**src/hdl/raft_leader_election_node_core_defines.svh**
```systemverilog
// Assertion macros shared by the election node RTL.
// Macros expect signals clk and rst_n in the enclosing module.
`ifndef RAFT_LEADER_ELECTION_NODE_CORE_DEFINES_SVH
`define RAFT_LEADER_ELECTION_NODE_CORE_DEFINES_SVH

// same-cycle implication, disabled in reset
`define RLEN_ASSERT_NOW(label, ante, cons, msg) \
    label: assert property (@(posedge clk) disable iff (!rst_n) (ante) |-> (cons)) \
        else $error(msg);

// next-cycle implication, disabled in reset
`define RLEN_ASSERT_NEXT(label, ante, cons, msg) \
    label: assert property (@(posedge clk) disable iff (!rst_n) (ante) |=> (cons)) \
        else $error(msg);

`endif

```
**src/hdl/rlen_pkg.sv**
```systemverilog
// Shared types and codes for the election node.
// No dependencies.
`default_nettype none

package rlen_pkg;

    localparam int OP_BITS     = 3;
    localparam int KIND_BITS   = 3;
    localparam int ROLE_BITS   = 2;
    localparam int TMR_BITS    = 2;
    localparam int VOTE_BITS   = 8;
    localparam int CFG_BITS    = 8;
    localparam int CFG_IDX_BITS = 1;

    localparam logic [OP_BITS-1:0] OP_VOTE_REQ   = 3'd0;
    localparam logic [OP_BITS-1:0] OP_APPEND_REQ = 3'd1;
    localparam logic [OP_BITS-1:0] OP_SNAP_REQ   = 3'd2;
    localparam logic [OP_BITS-1:0] OP_VOTE_RESP  = 3'd3;
    localparam logic [OP_BITS-1:0] OP_ELECT_TO   = 3'd4;
    localparam logic [OP_BITS-1:0] OP_HB_TO      = 3'd5;

    localparam logic [KIND_BITS-1:0] KIND_STATUS       = 3'd0;
    localparam logic [KIND_BITS-1:0] KIND_VOTE_REPLY   = 3'd1;
    localparam logic [KIND_BITS-1:0] KIND_APPEND_REPLY = 3'd2;
    localparam logic [KIND_BITS-1:0] KIND_VOTE_BCAST   = 3'd3;
    localparam logic [KIND_BITS-1:0] KIND_HB_BCAST     = 3'd4;

    localparam logic [ROLE_BITS-1:0] ROLE_FOLLOWER  = 2'd0;
    localparam logic [ROLE_BITS-1:0] ROLE_CANDIDATE = 2'd1;
    localparam logic [ROLE_BITS-1:0] ROLE_LEADER    = 2'd2;

    localparam logic [TMR_BITS-1:0] TMR_NONE    = 2'd0;
    localparam logic [TMR_BITS-1:0] TMR_RESTART = 2'd1;
    localparam logic [TMR_BITS-1:0] TMR_STOP    = 2'd2;

    localparam logic [VOTE_BITS-1:0] VOTE_MAX = 8'hFF;

    localparam logic [CFG_IDX_BITS-1:0] CFG_OWN_ID   = 1'd0;
    localparam logic [CFG_IDX_BITS-1:0] CFG_MAJORITY = 1'd1;

    localparam logic [CFG_BITS-1:0] OWN_ID_RESET   = 8'd1;
    localparam logic [CFG_BITS-1:0] MAJORITY_RESET = 8'd2;

    // event class decided by the front end
    typedef struct packed {
        logic vote_req;
        logic append_req;
        logic snap_req;
        logic vote_gain;   // vote response that succeeded and granted
        logic elect_to;
        logic hb_to;
    } cls_t;

    localparam int CLS_BITS = $bits(cls_t);

    // fixed-width part of one result
    typedef struct packed {
        logic [KIND_BITS-1:0] kind;
        logic                 flag;
        logic [ROLE_BITS-1:0] role;
        logic [TMR_BITS-1:0]  el_cmd;
        logic [TMR_BITS-1:0]  hb_cmd;
        logic                 last;
    } res_ctl_t;

    localparam int CTL_BITS = $bits(res_ctl_t);

endpackage

`default_nettype wire

```
**src/hdl/rlen_fifo.sv**
```systemverilog
// Small register FIFO used for the event queue and the result queue.
// No package dependency.
`default_nettype none

module rlen_fifo #(
    parameter int WIDTH = 8,
    parameter int DEPTH = 2
) (
    input  wire logic             clk,
    input  wire logic             rst_n,
    input  wire logic             push,
    input  wire logic [WIDTH-1:0] wdata,
    output logic                  full,
    input  wire logic             pop,
    output logic [WIDTH-1:0]      rdata,
    output logic                  empty
);

    localparam int PW = (DEPTH > 1) ? $clog2(DEPTH) : 1;
    localparam int CW = $clog2(DEPTH + 1);

    logic [WIDTH-1:0] entries_reg [DEPTH];
    logic [PW-1:0]    wr_ptr_reg, wr_ptr_next;
    logic [PW-1:0]    rd_ptr_reg, rd_ptr_next;
    logic [CW-1:0]    count_reg, count_next;
    logic             do_push, do_pop;

    assign full    = (count_reg == CW'(DEPTH));
    assign empty   = (count_reg == '0);
    assign do_push = push && !full;
    assign do_pop  = pop && !empty;
    assign rdata   = entries_reg[rd_ptr_reg];

    always_comb
    begin
        wr_ptr_next = wr_ptr_reg;
        rd_ptr_next = rd_ptr_reg;
        count_next  = count_reg;
        if (do_push)
        begin
            wr_ptr_next = (wr_ptr_reg == PW'(DEPTH - 1)) ? '0 : wr_ptr_reg + 1'b1;
        end
        if (do_pop)
        begin
            rd_ptr_next = (rd_ptr_reg == PW'(DEPTH - 1)) ? '0 : rd_ptr_reg + 1'b1;
        end
        if (do_push && !do_pop)
        begin
            count_next = count_reg + 1'b1;
        end
        else if (do_pop && !do_push)
        begin
            count_next = count_reg - 1'b1;
        end
    end

    always_ff @(posedge clk or negedge rst_n)
    begin
        if (!rst_n)
        begin
            wr_ptr_reg <= '0;
            rd_ptr_reg <= '0;
            count_reg  <= '0;
        end
        else
        begin
            wr_ptr_reg <= wr_ptr_next;
            rd_ptr_reg <= rd_ptr_next;
            count_reg  <= count_next;
        end
    end

    always_ff @(posedge clk)
    begin
        if (do_push)
        begin
            entries_reg[wr_ptr_reg] <= wdata;
        end
    end

endmodule

`default_nettype wire

```
**src/hdl/rlen_front.sv**
```systemverilog
// Front end: decodes the event op into a class and packs the queue word.
// Depends on rlen_pkg.
`default_nettype none

module rlen_front #(
    parameter int TERM_BITS    = 32,
    parameter int NODE_ID_BITS = 8
) (
    input  wire logic [rlen_pkg::OP_BITS-1:0] op,
    input  wire logic [TERM_BITS-1:0]         msg_term_in,
    input  wire logic [NODE_ID_BITS-1:0]      sender_id,
    input  wire logic                         vote_granted_in,
    input  wire logic                         rpc_ok,
    output logic [rlen_pkg::CLS_BITS+TERM_BITS+NODE_ID_BITS-1:0] q_word
);

    rlen_pkg::cls_t cls;

    always_comb
    begin
        cls = '0;
        unique case (op)
            rlen_pkg::OP_VOTE_REQ:   cls.vote_req   = 1'b1;
            rlen_pkg::OP_APPEND_REQ: cls.append_req = 1'b1;
            rlen_pkg::OP_SNAP_REQ:   cls.snap_req   = 1'b1;
            // failed or refused responses change nothing
            rlen_pkg::OP_VOTE_RESP:  cls.vote_gain  = rpc_ok && vote_granted_in;
            rlen_pkg::OP_ELECT_TO:   cls.elect_to   = 1'b1;
            rlen_pkg::OP_HB_TO:      cls.hb_to      = 1'b1;
            default:                 cls = '0;
        endcase
    end

    assign q_word = {cls, msg_term_in, sender_id};

endmodule

`default_nettype wire

```
**src/hdl/rlen_back.sv**
```systemverilog
// Back end: holds term/role/leader/vote state and executes queued events.
// Depends on rlen_pkg and the assertion macro header.
`default_nettype none
`include "raft_leader_election_node_core_defines.svh"

module rlen_back #(
    parameter int TERM_BITS    = 32,
    parameter int NODE_ID_BITS = 8
) (
    input  wire logic                          clk,
    input  wire logic                          rst_n,
    input  wire logic [rlen_pkg::CFG_BITS-1:0] own_node_id,
    input  wire logic [rlen_pkg::CFG_BITS-1:0] vote_majority,
    input  wire logic                          q_empty,
    input  wire logic [rlen_pkg::CLS_BITS+TERM_BITS+NODE_ID_BITS-1:0] q_word,
    output logic                               q_pop,
    input  wire logic                          out_full,
    output logic                               out_push,
    output logic [rlen_pkg::CTL_BITS+TERM_BITS+2*NODE_ID_BITS-1:0] out_word
);

    localparam int NB = NODE_ID_BITS;

    rlen_pkg::cls_t         h_cls;
    logic [TERM_BITS-1:0]   h_term;
    logic [NB-1:0]          h_sender;

    logic [TERM_BITS-1:0]           term_reg, term_next;
    logic [rlen_pkg::ROLE_BITS-1:0] role_reg, role_next;
    logic [NB-1:0]                  leader_reg, leader_next;
    logic [NB-1:0]                  voted_reg, voted_next;
    logic [rlen_pkg::VOTE_BITS-1:0] votes_reg, votes_next;

    logic                 pend_reg;
    rlen_pkg::res_ctl_t   pend_ctl_reg;
    logic [TERM_BITS-1:0] pend_term_reg;
    logic [NB-1:0]        pend_node_reg;
    logic [NB-1:0]        pend_leader_reg;

    logic [NB+7:0] own_ext;
    logic [NB-1:0] own_id;

    logic term_lt, term_gt, tok, demote, is_req, two;
    logic [rlen_pkg::TMR_BITS-1:0]  el_cmd, hb_cmd;
    logic [rlen_pkg::KIND_BITS-1:0] kind0, kind1;
    logic                           flag0;

    rlen_pkg::res_ctl_t   ctl0, ctl1;
    logic [TERM_BITS-1:0] term0, term1;
    logic [NB-1:0]        node0, node1;
    logic                 exec;

    assign {h_cls, h_term, h_sender} = q_word;

    assign own_ext = {{NB{1'b0}}, own_node_id};
    assign own_id  = own_ext[NB-1:0];

    assign term_lt = (h_term < term_reg);
    assign term_gt = (h_term > term_reg);
    assign tok     = !term_lt;
    assign is_req  = h_cls.vote_req || h_cls.append_req || h_cls.snap_req;
    // newer term, or a candidate hearing from its own term
    assign demote  = is_req && tok && (term_gt || (role_reg == rlen_pkg::ROLE_CANDIDATE));

    always_comb
    begin
        term_next   = term_reg;
        role_next   = role_reg;
        leader_next = leader_reg;
        voted_next  = voted_reg;
        votes_next  = votes_reg;
        el_cmd      = rlen_pkg::TMR_NONE;
        hb_cmd      = rlen_pkg::TMR_NONE;
        kind0       = rlen_pkg::KIND_STATUS;
        kind1       = rlen_pkg::KIND_STATUS;
        flag0       = 1'b0;
        two         = 1'b0;

        if (demote)
        begin
            if (h_term != term_reg)
            begin
                voted_next = '0;
            end
            term_next   = h_term;
            leader_next = h_cls.vote_req ? '0 : h_sender;
            role_next   = rlen_pkg::ROLE_FOLLOWER;
            hb_cmd      = rlen_pkg::TMR_STOP;
            el_cmd      = rlen_pkg::TMR_RESTART;
        end

        if (h_cls.vote_req)
        begin
            kind0 = rlen_pkg::KIND_VOTE_REPLY;
            if (tok && (role_next == rlen_pkg::ROLE_FOLLOWER) &&
                ((voted_next == '0) || (voted_next == h_sender)))
            begin
                voted_next = h_sender;
                flag0      = 1'b1;
                el_cmd     = rlen_pkg::TMR_RESTART;
            end
        end
        else if (h_cls.append_req)
        begin
            kind0 = rlen_pkg::KIND_APPEND_REPLY;
            if (tok)
            begin
                flag0 = 1'b1;
                if (role_next == rlen_pkg::ROLE_FOLLOWER)
                begin
                    if (leader_next == '0)
                    begin
                        leader_next = h_sender;
                    end
                    el_cmd = rlen_pkg::TMR_RESTART;
                end
            end
        end
        else if (h_cls.vote_gain)
        begin
            if ((h_term == term_reg) && (role_reg == rlen_pkg::ROLE_CANDIDATE))
            begin
                if (votes_reg != rlen_pkg::VOTE_MAX)
                begin
                    votes_next = votes_reg + 1'b1;
                end
                if (votes_next >= vote_majority)
                begin
                    role_next   = rlen_pkg::ROLE_LEADER;
                    leader_next = own_id;
                    el_cmd      = rlen_pkg::TMR_STOP;
                    hb_cmd      = rlen_pkg::TMR_RESTART;
                    kind0       = rlen_pkg::KIND_HB_BCAST;
                end
            end
        end
        else if (h_cls.elect_to)
        begin
            role_next  = rlen_pkg::ROLE_CANDIDATE;
            hb_cmd     = rlen_pkg::TMR_STOP;
            el_cmd     = rlen_pkg::TMR_RESTART;
            if (term_reg != '1)
            begin
                term_next = term_reg + 1'b1;
            end
            voted_next = own_id;
            votes_next = rlen_pkg::VOTE_BITS'(1);
            kind0      = rlen_pkg::KIND_VOTE_BCAST;
            // self vote alone is a majority: win at once, heartbeat goes first
            if (vote_majority <= rlen_pkg::CFG_BITS'(1))
            begin
                role_next   = rlen_pkg::ROLE_LEADER;
                leader_next = own_id;
                el_cmd      = rlen_pkg::TMR_STOP;
                hb_cmd      = rlen_pkg::TMR_RESTART;
                kind0       = rlen_pkg::KIND_HB_BCAST;
                kind1       = rlen_pkg::KIND_VOTE_BCAST;
                two         = 1'b1;
            end
        end
        else if (h_cls.hb_to)
        begin
            if (role_reg == rlen_pkg::ROLE_LEADER)
            begin
                hb_cmd = rlen_pkg::TMR_RESTART;
                kind0  = rlen_pkg::KIND_HB_BCAST;
            end
        end
    end

    always_comb
    begin
        ctl0.kind   = kind0;
        ctl0.flag   = flag0;
        ctl0.role   = role_next;
        ctl0.el_cmd = el_cmd;
        ctl0.hb_cmd = hb_cmd;
        ctl0.last   = !two;
        ctl1        = ctl0;
        ctl1.kind   = kind1;
        ctl1.flag   = 1'b0;
        ctl1.last   = 1'b1;
        term0 = (kind0 == rlen_pkg::KIND_STATUS) ? '0 : term_next;
        term1 = (kind1 == rlen_pkg::KIND_STATUS) ? '0 : term_next;
        node0 = ((kind0 == rlen_pkg::KIND_VOTE_BCAST) || (kind0 == rlen_pkg::KIND_HB_BCAST)) ?
                own_id : '0;
        node1 = ((kind1 == rlen_pkg::KIND_VOTE_BCAST) || (kind1 == rlen_pkg::KIND_HB_BCAST)) ?
                own_id : '0;
    end

    // second result of an item is held in the pend registers and blocks the queue until pushed
    assign exec     = !pend_reg && !q_empty && !out_full;
    assign q_pop    = exec;
    assign out_push = exec || (pend_reg && !out_full);
    assign out_word = pend_reg ?
                      {pend_ctl_reg, pend_term_reg, pend_node_reg, pend_leader_reg} :
                      {ctl0, term0, node0, leader_next};

    always_ff @(posedge clk or negedge rst_n)
    begin
        if (!rst_n)
        begin
            term_reg   <= '0;
            role_reg   <= rlen_pkg::ROLE_FOLLOWER;
            leader_reg <= '0;
            voted_reg  <= '0;
            votes_reg  <= '0;
            pend_reg   <= 1'b0;
        end
        else
        begin
            if (exec)
            begin
                term_reg   <= term_next;
                role_reg   <= role_next;
                leader_reg <= leader_next;
                voted_reg  <= voted_next;
                votes_reg  <= votes_next;
                pend_reg   <= two;
            end
            else if (pend_reg && !out_full)
            begin
                pend_reg <= 1'b0;
            end
        end
    end

    always_ff @(posedge clk)
    begin
        if (exec)
        begin
            pend_ctl_reg    <= ctl1;
            pend_term_reg   <= term1;
            pend_node_reg   <= node1;
            pend_leader_reg <= leader_next;
        end
    end

    `RLEN_ASSERT_NOW(a_no_pop_while_pend, pend_reg, !q_pop, "event popped while a result is held")
    `RLEN_ASSERT_NEXT(a_two_sets_pend, exec && two, pend_reg, "second result not held")
    `RLEN_ASSERT_NEXT(a_pend_drains, pend_reg && !out_full, !pend_reg, "held result not drained")
    `RLEN_ASSERT_NOW(a_cand_has_vote, role_reg == rlen_pkg::ROLE_CANDIDATE, votes_reg != '0,
        "candidate without its own vote")

endmodule

`default_nettype wire

```
**src/hdl/raft_leader_election_node_core.sv**
```systemverilog
// Raft election node: event queue -> executor -> result queue.
// Path: an accepted event is stored in the event queue, executed combinationally from its head and
// its first result registered in the result queue, from whose head it can be popped.
// Throughput: one event per cycle while the result queue is not full; an event with two results
// holds the executor until its second result is pushed.
// Reset (rst_n, async, active low): term 0, follower, no leader, no vote, queues empty,
// own id 1, majority 2.
`default_nettype none

module raft_leader_election_node_core #(
    parameter int TERM_BITS    = 32,
    parameter int NODE_ID_BITS = 8
) (
    input  wire logic                              clk,
    input  wire logic                              rst_n,
    input  wire logic                              cfg_we,
    input  wire logic [rlen_pkg::CFG_IDX_BITS-1:0] cfg_index,
    input  wire logic [rlen_pkg::CFG_BITS-1:0]     cfg_wdata,
    input  wire logic                              push,
    output logic                                   full,
    input  wire logic [rlen_pkg::OP_BITS-1:0]      op,
    input  wire logic [TERM_BITS-1:0]              msg_term_in,
    input  wire logic [NODE_ID_BITS-1:0]           sender_id,
    input  wire logic                              vote_granted_in,
    input  wire logic                              rpc_ok,
    output logic                                   empty,
    input  wire logic                              pop,
    output logic [rlen_pkg::KIND_BITS-1:0]         msg_kind,
    output logic [TERM_BITS-1:0]                   msg_term_out,
    output logic                                   msg_flag,
    output logic [NODE_ID_BITS-1:0]                msg_node,
    output logic [rlen_pkg::ROLE_BITS-1:0]         role_now,
    output logic [NODE_ID_BITS-1:0]                leader_now,
    output logic [rlen_pkg::TMR_BITS-1:0]          election_timer_cmd,
    output logic [rlen_pkg::TMR_BITS-1:0]          heartbeat_timer_cmd,
    output logic                                   last_result
);

    localparam int QW = rlen_pkg::CLS_BITS + TERM_BITS + NODE_ID_BITS;
    localparam int RW = rlen_pkg::CTL_BITS + TERM_BITS + 2 * NODE_ID_BITS;
    localparam int QUEUE_DEPTH = 2;

    logic [rlen_pkg::CFG_BITS-1:0] own_id_reg;
    logic [rlen_pkg::CFG_BITS-1:0] majority_reg;

    logic [QW-1:0] in_word, q_word;
    logic          q_empty, q_pop;
    logic [RW-1:0] res_word, head_word;
    logic          out_full, out_push;

    rlen_pkg::res_ctl_t head_ctl;

    always_ff @(posedge clk or negedge rst_n)
    begin
        if (!rst_n)
        begin
            own_id_reg   <= rlen_pkg::OWN_ID_RESET;
            majority_reg <= rlen_pkg::MAJORITY_RESET;
        end
        else if (cfg_we)
        begin
            unique case (cfg_index)
                rlen_pkg::CFG_OWN_ID:   own_id_reg   <= cfg_wdata;
                rlen_pkg::CFG_MAJORITY: majority_reg <= cfg_wdata;
                default: ;
            endcase
        end
    end

    rlen_front #(
        .TERM_BITS    (TERM_BITS),
        .NODE_ID_BITS (NODE_ID_BITS)
    ) u_front (
        .op              (op),
        .msg_term_in     (msg_term_in),
        .sender_id       (sender_id),
        .vote_granted_in (vote_granted_in),
        .rpc_ok          (rpc_ok),
        .q_word          (in_word)
    );

    rlen_fifo #(
        .WIDTH (QW),
        .DEPTH (QUEUE_DEPTH)
    ) u_evq (
        .clk   (clk),
        .rst_n (rst_n),
        .push  (push),
        .wdata (in_word),
        .full  (full),
        .pop   (q_pop),
        .rdata (q_word),
        .empty (q_empty)
    );

    rlen_back #(
        .TERM_BITS    (TERM_BITS),
        .NODE_ID_BITS (NODE_ID_BITS)
    ) u_back (
        .clk           (clk),
        .rst_n         (rst_n),
        .own_node_id   (own_id_reg),
        .vote_majority (majority_reg),
        .q_empty       (q_empty),
        .q_word        (q_word),
        .q_pop         (q_pop),
        .out_full      (out_full),
        .out_push      (out_push),
        .out_word      (res_word)
    );

    rlen_fifo #(
        .WIDTH (RW),
        .DEPTH (QUEUE_DEPTH)
    ) u_resq (
        .clk   (clk),
        .rst_n (rst_n),
        .push  (out_push),
        .wdata (res_word),
        .full  (out_full),
        .pop   (pop),
        .rdata (head_word),
        .empty (empty)
    );

    assign {head_ctl, msg_term_out, msg_node, leader_now} = head_word;
    assign msg_kind            = head_ctl.kind;
    assign msg_flag            = head_ctl.flag;
    assign role_now            = head_ctl.role;
    assign election_timer_cmd  = head_ctl.el_cmd;
    assign heartbeat_timer_cmd = head_ctl.hb_cmd;
    assign last_result         = head_ctl.last;

endmodule

`default_nettype wire
```
**config.mk**
```make
export PLATFORM = sky130hd
export DESIGN_NAME = raft_leader_election_node_core
export DESIGN_NICKNAME = d
export VERILOG_FILES = /design/src/hdl/rlen_pkg.sv /design/src/hdl/rlen_fifo.sv /design/src/hdl/rlen_front.sv /design/src/hdl/rlen_back.sv /design/src/hdl/raft_leader_election_node_core.sv
export VERILOG_INCLUDE_DIRS = /design/src /design/src/hdl
export SDC_FILE = /design/constraint.sdc
export NUM_CORES = 1
export LEC_CHECK = 0
export ABC_AREA = 1
export BUFFER_PORTS_ARGS = -buffer_cell sky130_fd_sc_hd__buf_2
export CORE_ASPECT_RATIO = 0.6
export CORE_MARGIN = 5
export CORE_UTILIZATION = 55
export DETAILED_ROUTE_END_ITERATION = 10
export HOLD_SLACK_MARGIN = 0.08
export PLACE_DENSITY = 0.77
export SYNTH_ARGS = -nofsm -noshare
export SYNTH_HDL_FRONTEND = slang
export SYNTH_SLANG_ARGS = --single-unit
export TNS_END_PERCENT = 50
```
**constraint.sdc**
```tcl
create_clock -name clk -period 3.8 [get_ports clk]
set_input_delay 0.19 -clock clk [delete_from_list [all_inputs] [get_ports clk]]
set_output_delay 0.19 -clock clk [all_outputs]
set_load 0.1 [all_outputs]
```
==> results.toml <==
[synth]
syn_nets = 1965
synth_seq_area_share_pct = 58.50
synthArstFlopShare_pct = 23.85
synth-edff-count = 265
ys_ff_latch = 348
synth_area_leader_cell = "edfxtp_1"
synthTopCellsByArea = "edfxtp_1, nand2_1, dfrtp_1, o21ai_0, ha_1"
synth-main-ff-cell = "edfxtp_1"
synth_warnings = 0
syn_inst = 1862
synth_cell_types = 52
syn_area_um2 = 17160
synth_top_area_share_pct = 46.38
syn_area_per_cell_um2 = 9.215

[routing]
ant_nets = 0
drtIter0Drc = 1789
wl_per_cell_um = 18.73
drc = 0
drtPass1Iterations = 5
via_per_inst = 5.547
dr_total_vias = 14030
wirelength_mm = 47.40

[worst_setup_path]
crit_type = "reg2reg"
cp-start-kind = "register"
cp.arrival_ps = 3940
worstPathMaxFanout = 28
end_kind = "register"
cp.required_ps = 4110

[flow_run]
drv_cap = 0

[floorplanning]
die_h_um = 146.8
die_x_um = 238.0
num_io_pins = 120
die_area_um2 = 34940
initial_core_util_pct = 55.41
core_um2 = 30970
num_rows = 50

[clock_tree]
insertion_delay_ps = 590
cts_buffers = 31
cts_htree_levels = 1
clk_pin_slew_ps = 70
clockRootBuffer = "clkbuf_16"
cts_max_path_buffers = 3
cts_tree = "built"
clock_sinks = 348

[placement]
place_congestion = 0.9947
hpwl_mm = 32.77
portBuffers = 119

[layout]
largest_register_ffs = 118
fill_cells = 2452
drive_gt1_share_pct = 16.18
seq_area_um2 = 10040
multi_input_area_um2 = 6365
area_growth_pct = 19.28
n_antenna_cell = 0
fin_nets = 2194

[global_routing]
grt_pass1_wl_mm = 73.74
grt_max_degree = 67
antenna_found_initial = 0
overflow = 0
track_usage_pct = 26.61
grt_pass1_vias = 12980

[sta]
finalClockSkew_ps = 16.25
maxClockFrequency_mhz = 275.8
rsz0062_at_grt = "yes"
hold_viol = 0
worst_pin_slew_ps = 953.2
maxSlewHeadroom_pct = 36.45
setup_viol = 0
fin_tns_setup_ps = 0
min_period_over_period_pct = 95.41
post-route-min-period_ps = 3626
slew_viol_final = 0

[min_path]
hp-class = "in2reg"

[status]
outcome = "finished, final reports clean"
## final timing paths
check / from / to / slack [ps] / cells after the start
setup / recovery: u_evq.rd_ptr_reg / u_resq.entries_reg[0][38] / 170 / 17
hold / removal: cfg_we / majority_reg[1] / 160 / 4
setup reg to reg: u_evq.rd_ptr_reg / u_resq.entries_reg[0][38] / 170 / 17
hold reg to reg: u_back.leader_reg[4] / u_back.leader_reg[4] / 500 / 2
max in group asynchronous: rst_n / u_evq.rd_ptr_reg / 2630 / 3
min in group asynchronous: rst_n / u_resq.count_reg[0] / 280 / 2
## cell type report
| class | count | share of cell area [%] |
|---|---|---|
| multi-input cells | 1287 | 31.10 |
| clock inverters | 16 | 0.7642 |
| inverters | 155 | 2.855 |
| well taps | 416 | 2.543 |
| clock buffers | 40 | 4.200 |
| flip-flops and latches | 348 | 49.06 |
| repair buffers | 268 | 9.482 |
## metal layers
layer / GRT usage (%) / up-vias / share of wire [%]
met5: 0 / - / 0
met4: 3.297 / 0 / 1.1
met3: 7.842 / 44 / 12
met2: 34.21 / 664 / 39
met1: 45.08 / 6658 / 48
li1: - / 6668 / -
## through the flow
step                instances  hold slack [ps]  util [%]  setup slack (ps)  cell area, um^2
floorplan                1862           -105.6         -            -108.3            17160
global placement         2416            377.8     60.55            -53.66            18750
detailed placement       2416            382.0     60.55            -124.7            18750
CTS                      2528            124.5     65.65             26.89            20330
global route             2530            208.4     66.09            -25.66            20470
finish                   2530            156.6     66.09             174.4            20470
## critical path: stages, from the launching register on
cell	delay, ps
dfrtp_2	430
inv_2	70
buf_12	160
nand2_1	70
nand2_1	100
ha_1	330
nand3_1	100
nor2_2	100
inv_1	70
nor3_4	240
nand2_2	110
buf_4	150
a21oi_4	280
buf_4	180
buf_4	220
o21ai_0	170
mux2i_1	400
o21ai_0	160
## repair_timing
item,CTS,global route
hold buffers,56,0
buffers inserted,0,1
pin swaps,0,6
endpoints found under the hold margin,172,0
cloned,0,1
gates resized for setup,2,30
endpoints found under the setup margin,82,140
## logic make-up after synthesis
kind of cell	share of synthesized area, %
and+or+nand+nor	22.70
DFF	58.50
AOI/OAI and AO/OA	8.736
buffers and inverters	5.229
adders and majority gates	3.209
xor gates and xnor gates	1.276
muxes	0.3500
## cells in the mapped netlist (5+ instances only)
library cell	count
nand2_1	642
edfxtp_1	265
inv_1	144
o21ai_0	136
nor2_1	114
nand3_1	83
dfrtp_1	81
clkbuf_1	55
a21oi_1	54
o21ai_1	53
ha_1	44
nor3_1	25
xor2_1	23
or2_2	16
nand4_1	10
buf_2	9
nand2_2	9
inv_2	7
o211ai_1	7
mux2i_1	6
nor2_2	6
a21boi_1	5
nand3b_1	5
o21ai_2	5
## placed cells by master, fill, tap and decap left out, types with 5 or more instances in the layout
| cell | count |
|---|---|
| nor3_1 | 23 |
| clkbuf_8 | 5 |
| clkbuf_16 | 32 |
| nand3_1 | 80 |
| xor2_1 | 23 |
| nor2_4 | 9 |
| o21ai_2 | 6 |
| dlygate4sd3_1 | 56 |
| nor2_1 | 106 |
| nand2_1 | 637 |
| ha_1 | 44 |
| inv_1 | 144 |
| nand4_1 | 10 |
| dfrtp_1 | 79 |
| inv_2 | 6 |
| clkinv_1 | 7 |
| a21boi_1 | 5 |
| or2_2 | 16 |
| nand2_2 | 13 |
| edfxtp_1 | 265 |
| buf_12 | 5 |
| clkinv_2 | 5 |
| buf_4 | 87 |
| nor2_2 | 7 |
| o21ai_0 | 132 |
| nand3b_1 | 5 |
| o211ai_1 | 7 |
| a21oi_1 | 51 |
| buf_2 | 118 |
| mux2i_1 | 6 |
| o21ai_1 | 56 |
Power is left out: the tool's default activity adds up to more than one toggle a clock period on the data nets, which glitch-free logic cannot reach.
